### config.mk
export PLATFORM = sky130hd
export DESIGN_NAME = hsl_to_rgb24_pixel_unit
export DESIGN_NICKNAME = d
export VERILOG_FILES = /design/src/rtl/hsl2rgb_pkg.sv /design/src/rtl/hsl2rgb_prep.sv /design/src/rtl/hsl2rgb_chroma.sv /design/src/rtl/hsl2rgb_mix.sv /design/src/rtl/hsl_to_rgb24_pixel_unit.sv
export SDC_FILE = /design/constraint.sdc
export NUM_CORES = 2
export LEC_CHECK = 0
export BUFFER_PORTS_ARGS = -buffer_cell sky130_fd_sc_hd__buf_2
export CELL_PAD_IN_SITES_DETAIL_PLACEMENT = 0
export CELL_PAD_IN_SITES_GLOBAL_PLACEMENT = 2
export CORE_MARGIN = 2
export CORE_UTILIZATION = 30
export CTS_CLUSTER_DIAMETER = 120
export DETAILED_ROUTE_END_ITERATION = 16
export PLACE_DENSITY_LB_ADDON = 0.15
export SLEW_MARGIN = 20
export SYNTH_ARGS = -nofsm -noshare
export SYNTH_HDL_FRONTEND = slang
export SYNTH_SLANG_ARGS = --single-unit
### constraint.sdc
create_clock -name i_clk -period 9.05 [get_ports i_clk]
set_input_delay 0 -clock i_clk [delete_from_list [all_inputs] [get_ports i_clk]]
set_output_delay 0 -clock i_clk [all_outputs]
set_load 0.1 [all_outputs]
### src/rtl/hsl2rgb_pkg.sv
// Package for the HSL to RGB24 pixel converter: fixed-point widths,
// pixel and inter-stage types, sector codes and the byte quantizer.
// Depends on nothing; every rtl file of the converter imports it.
package hsl2rgb_pkg;

    // Q0.FRAC_BITS fractions; field carries one extra bit so 1.0 fits
    localparam int FRAC_BITS  = 16;
    localparam int FIELD_BITS = FRAC_BITS + 1;
    localparam int WIDE_BITS  = 2 * FRAC_BITS;
    localparam int CW         = WIDE_BITS + 1;    // chroma, x and m width
    localparam int VW         = CW + 1;           // channel sum width
    localparam int QW         = VW + 8;           // 255 * channel width
    localparam int HPW        = FIELD_BITS + 3;   // 6 * hue width

    localparam logic [FIELD_BITS-1:0] ONE_Q = FIELD_BITS'(1) << FRAC_BITS;

    // Hue sectors, one per sixth of the color wheel
    typedef enum logic [2:0] {
        SECT_RY = 3'd0,
        SECT_YG = 3'd1,
        SECT_GC = 3'd2,
        SECT_CB = 3'd3,
        SECT_BM = 3'd4,
        SECT_MR = 3'd5
    } t_sector;

    typedef struct packed {
        logic [FIELD_BITS-1:0] hue;
        logic [FIELD_BITS-1:0] saturation;
        logic [FIELD_BITS-1:0] lightness;
    } t_hsl_pixel;

    typedef struct packed {
        logic [7:0] red_byte;
        logic [7:0] green_byte;
        logic [7:0] blue_byte;
    } t_rgb_pixel;

    // After the prep stage
    typedef struct packed {
        logic                  valid;
        logic                  hue_ok;
        t_sector               sector;
        logic [FIELD_BITS-1:0] span;
        logic [FIELD_BITS-1:0] sat;
        logic [FIELD_BITS-1:0] light;
        logic [FIELD_BITS-1:0] t_fac;
    } t_prep_stage;

    // After the x and m stage
    typedef struct packed {
        logic          valid;
        logic          hue_ok;
        t_sector       sector;
        logic [CW-1:0] chroma;
        logic [CW-1:0] x_val;
        logic [CW-1:0] m_val;
    } t_mix_stage;

    // round(255 * v) with v in Q.WIDE_BITS, saturated at 255
    function automatic logic [7:0] quantize(input logic [VW-1:0] v);
        logic [QW-1:0] prod;
        logic [QW-WIDE_BITS-1:0] whole;
        begin
            prod  = ({8'd0, v} << 8) - {8'd0, v} + (QW'(1) << (WIDE_BITS - 1));
            whole = prod[QW-1:WIDE_BITS];
            quantize = (whole > (QW-WIDE_BITS)'(255)) ? 8'hFF : whole[7:0];
        end
    endfunction

endpackage

### src/rtl/hsl2rgb_prep.sv
// First pipeline stage: clamps S and L, forms the chroma span 2*min(L,1-L),
// the hue sector and the sector fraction factor. Uses hsl2rgb_pkg.
module hsl2rgb_prep (
    input  logic                    i_clk,
    input  logic                    i_rst_n,
    input  logic                    i_valid,
    input  hsl2rgb_pkg::t_hsl_pixel i_pixel,
    output hsl2rgb_pkg::t_prep_stage o_stage
);
    import hsl2rgb_pkg::*;

    logic [FIELD_BITS-1:0] sat_c;
    logic [FIELD_BITS-1:0] light_c;
    logic [FIELD_BITS-1:0] light_inv;
    logic [FIELD_BITS-1:0] low_side;
    logic [HPW-1:0]        hp;
    logic [FIELD_BITS-1:0] frac;
    t_prep_stage           r_stage;
    t_prep_stage           n_stage;

    // Clamp, fold lightness, scale hue by six
    always_comb begin
        sat_c     = (i_pixel.saturation > ONE_Q) ? ONE_Q : i_pixel.saturation;
        light_c   = (i_pixel.lightness > ONE_Q) ? ONE_Q : i_pixel.lightness;
        light_inv = ONE_Q - light_c;
        low_side  = (light_c <= light_inv) ? light_c : light_inv;
        hp        = ({3'd0, i_pixel.hue} << 2) + ({3'd0, i_pixel.hue} << 1);
        frac      = {1'b0, hp[FRAC_BITS-1:0]};

        n_stage        = r_stage;
        n_stage.valid  = i_valid;
        if (i_valid) begin
            n_stage.hue_ok = (i_pixel.hue < ONE_Q);
            n_stage.sector = t_sector'(hp[FRAC_BITS+2:FRAC_BITS]);
            n_stage.span   = {low_side[FIELD_BITS-2:0], 1'b0};
            n_stage.sat    = sat_c;
            n_stage.light  = light_c;
            n_stage.t_fac  = hp[FRAC_BITS] ? (ONE_Q - frac) : frac;
        end
    end

    // Hold payload, clear valid on reset
    always_ff @(posedge i_clk) begin
        if (!i_rst_n) begin
            r_stage.valid <= 1'b0;
        end else begin
            r_stage <= n_stage;
        end
    end

    assign o_stage = r_stage;

endmodule

### src/rtl/hsl2rgb_chroma.sv
// Second and third pipeline stages: chroma c = span * S, then
// x = floor(c * t) and m = L - c/2. Uses hsl2rgb_pkg.
module hsl2rgb_chroma (
    input  logic                     i_clk,
    input  logic                     i_rst_n,
    input  hsl2rgb_pkg::t_prep_stage i_stage,
    output hsl2rgb_pkg::t_mix_stage  o_stage
);
    import hsl2rgb_pkg::*;

    localparam int PW = CW + FIELD_BITS;

    logic                  r_c_valid;
    logic                  r_c_hue_ok;
    t_sector               r_c_sector;
    logic [CW-1:0]         r_c_chroma;
    logic [FIELD_BITS-1:0] r_c_light;
    logic [FIELD_BITS-1:0] r_c_t_fac;
    logic [CW-1:0]         n_c_chroma;
    logic [PW-1:0]         x_prod;
    t_mix_stage            r_stage;
    t_mix_stage            n_stage;

    // Chroma product, 17 x 17 bits
    assign n_c_chroma = CW'({{(CW-FIELD_BITS){1'b0}}, i_stage.span}
                            * {{(CW-FIELD_BITS){1'b0}}, i_stage.sat});

    always_ff @(posedge i_clk) begin
        if (!i_rst_n) begin
            r_c_valid <= 1'b0;
        end else begin
            r_c_valid <= i_stage.valid;
            if (i_stage.valid) begin
                r_c_hue_ok <= i_stage.hue_ok;
                r_c_sector <= i_stage.sector;
                r_c_chroma <= n_c_chroma;
                r_c_light  <= i_stage.light;
                r_c_t_fac  <= i_stage.t_fac;
            end
        end
    end

    // Second component and the lightness offset
    assign x_prod = {{FIELD_BITS{1'b0}}, r_c_chroma} * {{CW{1'b0}}, r_c_t_fac};

    always_comb begin
        n_stage        = r_stage;
        n_stage.valid  = r_c_valid;
        if (r_c_valid) begin
            n_stage.hue_ok = r_c_hue_ok;
            n_stage.sector = r_c_sector;
            n_stage.chroma = r_c_chroma;
            n_stage.x_val  = x_prod[FRAC_BITS +: CW];
            n_stage.m_val  = {r_c_light, {FRAC_BITS{1'b0}}} - (r_c_chroma >> 1);
        end
    end

    always_ff @(posedge i_clk) begin
        if (!i_rst_n) begin
            r_stage.valid <= 1'b0;
        end else begin
            r_stage <= n_stage;
        end
    end

    assign o_stage = r_stage;

endmodule

### src/rtl/hsl2rgb_mix.sv
// Fourth and fifth pipeline stages: places c and x by hue sector, adds m,
// then quantizes each channel to a byte. Uses hsl2rgb_pkg.
module hsl2rgb_mix (
    input  logic                    i_clk,
    input  logic                    i_rst_n,
    input  hsl2rgb_pkg::t_mix_stage i_stage,
    output logic                    o_valid,
    output hsl2rgb_pkg::t_rgb_pixel o_rgb
);
    import hsl2rgb_pkg::*;

    logic [CW-1:0] sel_r;
    logic [CW-1:0] sel_g;
    logic [CW-1:0] sel_b;
    logic          r_s_valid;
    logic [VW-1:0] r_s_red;
    logic [VW-1:0] r_s_green;
    logic [VW-1:0] r_s_blue;
    logic          r_valid;
    t_rgb_pixel    r_rgb;

    // Route chroma and x to channels; out-of-range hue stays gray
    always_comb begin
        sel_r = '0;
        sel_g = '0;
        sel_b = '0;
        if (i_stage.hue_ok) begin
            case (i_stage.sector)
                SECT_RY: begin sel_r = i_stage.chroma; sel_g = i_stage.x_val; end
                SECT_YG: begin sel_r = i_stage.x_val;  sel_g = i_stage.chroma; end
                SECT_GC: begin sel_g = i_stage.chroma; sel_b = i_stage.x_val; end
                SECT_CB: begin sel_g = i_stage.x_val;  sel_b = i_stage.chroma; end
                SECT_BM: begin sel_r = i_stage.x_val;  sel_b = i_stage.chroma; end
                SECT_MR: begin sel_r = i_stage.chroma; sel_b = i_stage.x_val; end
                default: begin sel_r = '0; end
            endcase
        end
    end

    // Add the lightness offset
    always_ff @(posedge i_clk) begin
        if (!i_rst_n) begin
            r_s_valid <= 1'b0;
        end else begin
            r_s_valid <= i_stage.valid;
            if (i_stage.valid) begin
                r_s_red   <= {1'b0, sel_r} + {1'b0, i_stage.m_val};
                r_s_green <= {1'b0, sel_g} + {1'b0, i_stage.m_val};
                r_s_blue  <= {1'b0, sel_b} + {1'b0, i_stage.m_val};
            end
        end
    end

    // Quantize to bytes and drive the result strobe
    always_ff @(posedge i_clk) begin
        if (!i_rst_n) begin
            r_valid <= 1'b0;
        end else begin
            r_valid <= r_s_valid;
            if (r_s_valid) begin
                r_rgb.red_byte   <= quantize(r_s_red);
                r_rgb.green_byte <= quantize(r_s_green);
                r_rgb.blue_byte  <= quantize(r_s_blue);
            end
        end
    end

    assign o_valid = r_valid;
    assign o_rgb   = r_rgb;

endmodule

### src/rtl/hsl_to_rgb24_pixel_unit.sv
// HSL to RGB24 pixel converter, five-stage pipeline.
//
// Usage:
//   Drive i_pixel (hue, saturation, lightness as Q0.16 fractions, 65536 = 1.0)
//   and raise start. An item is taken at every edge where start is high and
//   busy is low; busy never rises, so one pixel can be taken every cycle.
//   Each result appears on o_rgb for exactly one cycle with o_strobe high,
//   in input order. The receiver cannot hold results off and none is
//   needed: nothing waits inside. Throughput is one pixel per clock. Each
//   item passes in order through the stages prep, chroma multiply, x
//   multiply, channel add and quantize. Saturation and lightness above 1.0
//   are clamped; a hue of 1.0 or more gives gray. Reset (i_rst_n low,
//   synchronous) drops every item in flight and holds o_strobe low.
// Depends on hsl2rgb_pkg, hsl2rgb_prep, hsl2rgb_chroma, hsl2rgb_mix.
module hsl_to_rgb24_pixel_unit (
    input  logic                    i_clk,
    input  logic                    i_rst_n,
    input  logic                    start,
    output logic                    busy,
    input  hsl2rgb_pkg::t_hsl_pixel i_pixel,
    output logic                    o_strobe,
    output hsl2rgb_pkg::t_rgb_pixel o_rgb
);
    import hsl2rgb_pkg::*;

    logic        in_take;
    t_prep_stage prep_stage;
    t_mix_stage  mix_stage;

    // Pipeline never stalls
    assign busy    = 1'b0;
    assign in_take = start && !busy;

    hsl2rgb_prep u_prep (
        .i_clk   (i_clk),
        .i_rst_n (i_rst_n),
        .i_valid (in_take),
        .i_pixel (i_pixel),
        .o_stage (prep_stage)
    );

    hsl2rgb_chroma u_chroma (
        .i_clk   (i_clk),
        .i_rst_n (i_rst_n),
        .i_stage (prep_stage),
        .o_stage (mix_stage)
    );

    hsl2rgb_mix u_mix (
        .i_clk   (i_clk),
        .i_rst_n (i_rst_n),
        .i_stage (mix_stage),
        .o_valid (o_strobe),
        .o_rgb   (o_rgb)
    );

endmodule
======== After elaboration in Yosys (flattened, before gate mapping) ========
Cells that the tools add are included.
storage, ports and cells
  input bits .............................. 54
  logic and storage cells ................. 76
  register bits ........................... 374
operators by class
  reduce and logical (&&, ||, !) cells .... 12
  add/sub/neg operators ................... 13
  muxes and demuxes ....................... 9
  order comparisons ....................... 7
  eq/ne operators ......................... 5
  multipliers ............................. 2
operators by type and width
  operator                                             number
  case mux 33 bit (2 select lines)                     3
  adder 42 x 32 -> 42 bit, second input constant       3
  subtractor 42 x 34 -> 42 bit                         3
  adder 33 x 33 -> 34 bit                              3
  2-to-1 mux 33 bit                                    3
  multiplier 32 x 17 -> 48 bit                         1
  > comparator 17 bit, second input constant           2
  subtractor 33 x 32 -> 33 bit                         1
  multiplier 16 x 17 -> 32 bit                         1
  2-to-1 mux 16 bit                                    2
  > comparator 10 x 8 -> 1 bit, second input constant  3
  adder 19 x 18 -> 19 bit                              1
  <= comparator 17 bit                                 1
  less-than comparator 17 bit, second input constant   1
  2-to-1 mux 17 bit                                    1
  subtractor 17 x 16 -> 17 bit, first input constant   1
  subtractor 17 bit, first input constant              1
  OR reduction 2 bit                                   6
  AND reduction 2 bit                                  5
  equality test 3 x 2 -> 1 bit, second input constant  2
  equality test 3 bit, second input constant           2
  equality test 3 x 1 -> 1 bit, second input constant  1
  zero test 3 bit                                      1

======== Longest topological paths before layout ========
  depth in word-level cells ............... 5
  gate-level depth with buffers ........... 27
  mapped depth without buffers ............ 25

======== By module ========
Synthesis repeated with hierarchy kept, for this count alone.
second synthesis, totals
  cell total of the unflattened synthesis .. 5,631
  area, all modules ....................... 52,510.4 um2
by module, submodules not included
  module                   times used  cells each  area an instance (um2)
  hsl2rgb_chroma           1           3,563       33,507.1
  hsl2rgb_mix              1           1,669       14,629.0
  hsl2rgb_prep             1           397         4,362.9
  hsl_to_rgb24_pixel_unit  1           2           11.3

======== Least setup slack after synthesis ========
Ideal clock, no wire load.
  path kind ............................... reg-to-reg
  from .................................... register u_chroma.r_c_chroma[11]
  to ...................................... register u_chroma.r_stage, in the netlist u_chroma.o_stage[63], data pin
  setup slack ............................. 2,379 ps
  stages on the path, launching flop included .. 25
  path buffers ............................ 2
  library setup time ...................... 269 ps
  arrival ................................. 6,402 ps
  cells stage by stage .................... edfxtp_1 -> clkbuf_1 -> clkbuf_1 -> nand2_1 -> fa_1 -> fa_1 -> fa_1 -> fa_1 -> inv_1 -> fa_1 -> inv_1 -> fa_1 -> inv_1 -> ha_1 -> o21ai_0 -> a211o_1 -> inv_1 -> o2111ai_2 -> a211oi_2 -> o2111ai_2 -> a21oi_1 -> a41o_1 -> a21oi_2 -> o31ai_1 -> xor2_1
between the ends
  word-level cells in the longest chain between the ends .. 1
ends and longest elaborated chain
  what                          line                  text
  from (decl)                   hsl2rgb_chroma.sv:16  logic [CW-1:0] r_c_chroma;
  from (signal assigned)        hsl2rgb_chroma.sv:36  r_c_chroma <= n_c_chroma;
  multiplier 32 x 17 -> 48 bit  hsl2rgb_chroma.sv:44  assign x_prod = {{FIELD_BITS{1'b0}}, r_c_chroma} * {{CW{1'b0}}, r_c_t_fac};
  net u_chroma.x_prod[46]       hsl2rgb_chroma.sv:20  logic [PW-1:0] x_prod;
  to (signal assigned)          hsl2rgb_chroma.sv:62  r_stage <= n_stage;
  to (decl)                     hsl2rgb_chroma.sv:21  t_mix_stage r_stage;
The timed path passes the listed nets, and every way through them passes these cells.
A chain may end at the register's enable or synchronous reset.

======== Worst setup path after layout ========
  from .................................... register u_chroma.r_c_t_fac[7]
  to ...................................... register u_chroma.r_stage, in the netlist u_chroma.o_stage[63], data pin
between the ends
  word-level cells in the longest chain between the ends .. 1
ends and longest elaborated chain
  what                          line                  text
  from (decl)                   hsl2rgb_chroma.sv:18  logic [FIELD_BITS-1:0] r_c_t_fac;
  from (signal assigned)        hsl2rgb_chroma.sv:38  r_c_t_fac <= i_stage.t_fac;
  multiplier 32 x 17 -> 48 bit  hsl2rgb_chroma.sv:44
  net u_chroma.x_prod[46]       hsl2rgb_chroma.sv:20
The timed path passes the listed nets, and every way through them passes these cells.

==> summary.md <==
| Metric | Value |
|---|---|
| WHS Path Cells | 4 |
| Core ar. | 0.162 mm2 |
| Met3 Usage GRT | 2.16% |
| First-pass GRT wire length | 229000 um |
| Starting Density | 30.1% |
| Post-synthesis instance total | 5100 |
| Post-route DRC | 0 |
| Fmax | 0.130 GHz |
| RSZ-0062 raised after global routing | false |
| CP required | 9440 ps |
| Hold WC Path Type | in2reg |
| Vias in the first global route | 37700 |
| CP Data Arrival Time | 8090 ps |
| Multi-input gate area | 0.0337 mm2 |
| Port Buffers | 78 |
| Least-Margin Pin Slew | 1060 ps |
| Met1 Usage GRT | 24.2% |
| Clock Sinks | 370 |
| Avg Cell Area, Syn | 9.59 um2 |
| Synth top area share | 25.7% |
| Outcome | completed |
| Post-DP HPWL | 119000 um |
| GR Util met2 | 30.7% |
| Synth area leader | fa_1 |
| Clk_skew | 49.2 ps |
| Hold Crit Start | i_pixel[43] |
| CTS Buf Count | 50 |
| Post-synth ARST share | 0% |
| Sequential cell area | 0.0111 mm2 |
| Die Area | 0.166 mm2 |
| Rows | 148 |
| Vias | 34700 |
| Post-route core utilization | 33.4% |
| Drt wl/cell | 20.0 um |
| Max Root-Sink Buffers | 3 |
| Syn-to-layout area delta | 10.9% |
| Vias per cell | 4.69 |
| Worst hold endpoint | u_prep.o_stage[10]$_DFFE_PP_ |
| Largest net degree at the start of global routing | 71 |
| Setup violations, final | 0 |
| Ys Warns | 0 |
| Fin. Hold Viols | 0 |
| Clock Latency Late Sink | 690 ps |
| Layout Cells excl Fill | 7394 |
| FF-to-FF setup slack | 1340 ps |
| WS Path Type | reg2reg |
| H-tree depth | 2 |
| Worst slew margin | 29.7% |
| Layout cell share with drive strength beyond 1 | 5.41% |
| Vert. Die Dim | 408 um |
| Prevailing post-synth register cell | edfxtp_1 |
| Syn nets | 6339 |
| Clock Tree Root | clkbuf_16 |
| Initial antenna violation count | 3 |
| Crit path launch | u_chroma.r_c_t_fac[7]$_DFFE_PP_ |
| GRT busiest layer | met2 |
| Reg2reg start | u_chroma.r_c_t_fac[7]$_DFFE_PP_ |
| Worst-path clk slew | 60 ps |
| Slew Limit Fails | 0 |
| Initial DRT Pass Iterations | 6 |
| Die W | 408 um |
| Max_cap viols | 0 |
| Post-layout min period | 7710 ps |
| DRT antenna net count | 0 |
| FF-to-FF End | u_chroma.o_stage[63]$_DFFE_PP_ |
| CTS tree | built |
| EDFF count, synth | 365 |
| Final period util | 85.2% |
| Largest cells by area after synthesis | fa_1, edfxtp_1, ha_1 |
| Setup TNS | 0 ps |
| Worst Setup End Kind | register |
| Netlist cell types | 80 |
| Reg2reg path depth | 24 |
| GRT Total Usage | 18.0% |
| Placed cell count | 7244 |
| CP Launch Type | register |
| Synth Register Bits | 370 |
| Post-layout nets | 6414 |
| GR Overflow Total | 0 |
| Sequential area share after synthesis | 22.6% |
| Layout fillers | 16900 |
| Worst-path maximum fanout | 17 |
| Iter 0 DRT Violations | 1688 |
| GP Congestion | 0.818 |
| I/O pin count | 80 |
| Wirelength, routed | 148000 um |
| Mapped cell area | 0.0489 mm2 |
[registers in the layout, indices dropped and copies added (netlist names)]
signal and count:
u_mix.r_s_valid 1, u_chroma.r_c_t_fac 16, u_chroma.r_c_chroma 32, u_mix.r_s_blue 34
u_prep.o_stage 70, u_mix.r_s_red 34, u_chroma.r_c_valid 1, u_chroma.r_c_hue_ok 1
u_chroma.o_stage 102, u_mix.o_rgb 24, u_mix.o_valid 1, u_chroma.r_c_sector 3
u_mix.r_s_green 34, u_chroma.r_c_light 17
[worst max-delay path, stage by stage (launching register included)]
cell	delay (ps)
edfxtp_1	750
buf_4	330
and2_1	170
fa_1	420
inv_1	80
fa_1	460
fa_1	500
fa_1	560
inv_1	50
fa_1	470
inv_1	50
fa_1	470
inv_1	50
ha_1	290
o21ai_0	140
a211o_1	330
inv_1	90
o2111ai_2	180
a211oi_2	570
o2111ai_2	170
a21oi_1	330
a41o_1	350
a21oi_2	150
o31ai_1	340
xor2_1	120
[what timing repair did]
action	4_1_cts	5_1_grt
resized for setup	0	0
setup buffers	0	0
hold buffers	54	0
hold endpoints to repair	145	0
[kinds of logic (layout without fill, tap and decap cells)]
logic type	Yosys count	after routing	synth area share, %
buffers and inverters	1116	1233	8.59
xor gates and xnor gates	218	218	3.90
adders and majority gates	1185	1185	39.9
and+or+nand+nor	1456	1456	14.5
DFF	370	370	22.6
muxes	10	10	0.225
AOI/OAI and AO/OA	744	744	10.3
other	1	3	0.00767
[cell usage in the layout, fill, tap and decap left out, drive strengths merged, types with 6 or more instances in the layout]
master / Yosys / layout
nor4: 23 / 23
o211ai: 18 / 18
or4: 7 / 7
and2: 335 / 335
edfxtp: 365 / 365
a2111oi: 9 / 9
a21boi: 10 / 10
mux2: 8 / 8
inv: 937 / 938
dlygate4sd3: 0 / 54
nand4: 23 / 23
bufinv: 0 / 8
o21bai: 41 / 41
a41o: 6 / 6
or3: 19 / 19
clkinv: 0 / 22
buf: 4 / 148
nand2b: 36 / 36
and3: 24 / 24
nor3: 52 / 52
nor2: 212 / 212
a211oi: 21 / 21
o31ai: 14 / 14
a31oi: 16 / 16
ha: 558 / 558
a211o: 6 / 6
nor2b: 87 / 87
nand2: 576 / 576
o21ai: 108 / 108
clkinvlp: 0 / 6
a21o: 103 / 103
xnor2: 153 / 153
a22oi: 96 / 96
o21a: 50 / 50
a21oi: 192 / 192
xor2: 65 / 65
or2: 8 / 8
fa: 627 / 627
clkbuf: 175 / 57
nand3: 41 / 41
[how the worst max path moves through the flow]
stage,to,slack (ps)
after floorplan,u_chroma.o_stage[63]$_DFFE_PP_,2380
after global placement,u_chroma.o_stage[63]$_DFFE_PP_,1440
after detailed placement,u_chroma.o_stage[63]$_DFFE_PP_,1300
after CTS,u_chroma.o_stage[63]$_DFFE_PP_,1290
after global routing,u_chroma.o_stage[63]$_DFFE_PP_,960
final,u_chroma.o_stage[63]$_DFFE_PP_,1340
[synthesized netlist by cell type (6+ instances only)]
library cell and instances:
a41o_1 6, a21o_1 103, a211oi_1 19, nor2_1 212
nand2_1 576, xor2_1 65, o31ai_1 13, nor2b_1 87
o21a_1 50, o211ai_1 18, clkbuf_1 175, a22oi_1 96
a31oi_1 15, nand3_1 41, o21bai_1 41, xnor2_1 153
nand2b_1 36, ha_1 558, edfxtp_1 365, nand4_1 23
a21boi_0 9, mux2_2 8, nor4_1 22, and3_1 24
fa_1 627, or3_1 19, o21ai_0 104, or4_1 7
a2111oi_0 6, nor3_1 52, a211o_1 6, a21oi_1 188
inv_1 937, or2_2 7, and2_1 335
[metrics by stage]
step / cell area, um2 / worst slack (ps) / hold slack (ps)
3_5_place_dp: 51900 / 1300 / 224
6_report: 54200 / 1340 / 55.5
2_1_floorplan: 48900 / 2380 / 98.9
3_3_place_gp: 51900 / 1440 / 220
4_1_cts: 54200 / 1290 / 18.9
5_1_grt: 54200 / 956 / 98.9
[per-layer routing]
metal | part of all wire, % | routed length (um) | up-vias
li1 | - | - | 16700
met1 | 46 | 68500 | 17300
met2 | 48 | 70600 | 481
met3 | 3.3 | 4820 | 164
met4 | 2.5 | 3710 | 0
met5 | 0 | 0 | -
[layout make-up]
type                       instances  area share [%]
timing repair buffer             202            2.68
multi-input combinational       3614            62.1
tap                             2175            5.02
sequential                       370            20.4
clock buffer                      57            2.43
inverter                         937            6.48
antenna                            2         0.00923
clock inverter                    37           0.911
Power is not shown: default switching activity piles up to over one toggle a cycle in this logic, so the estimate is an artifact.
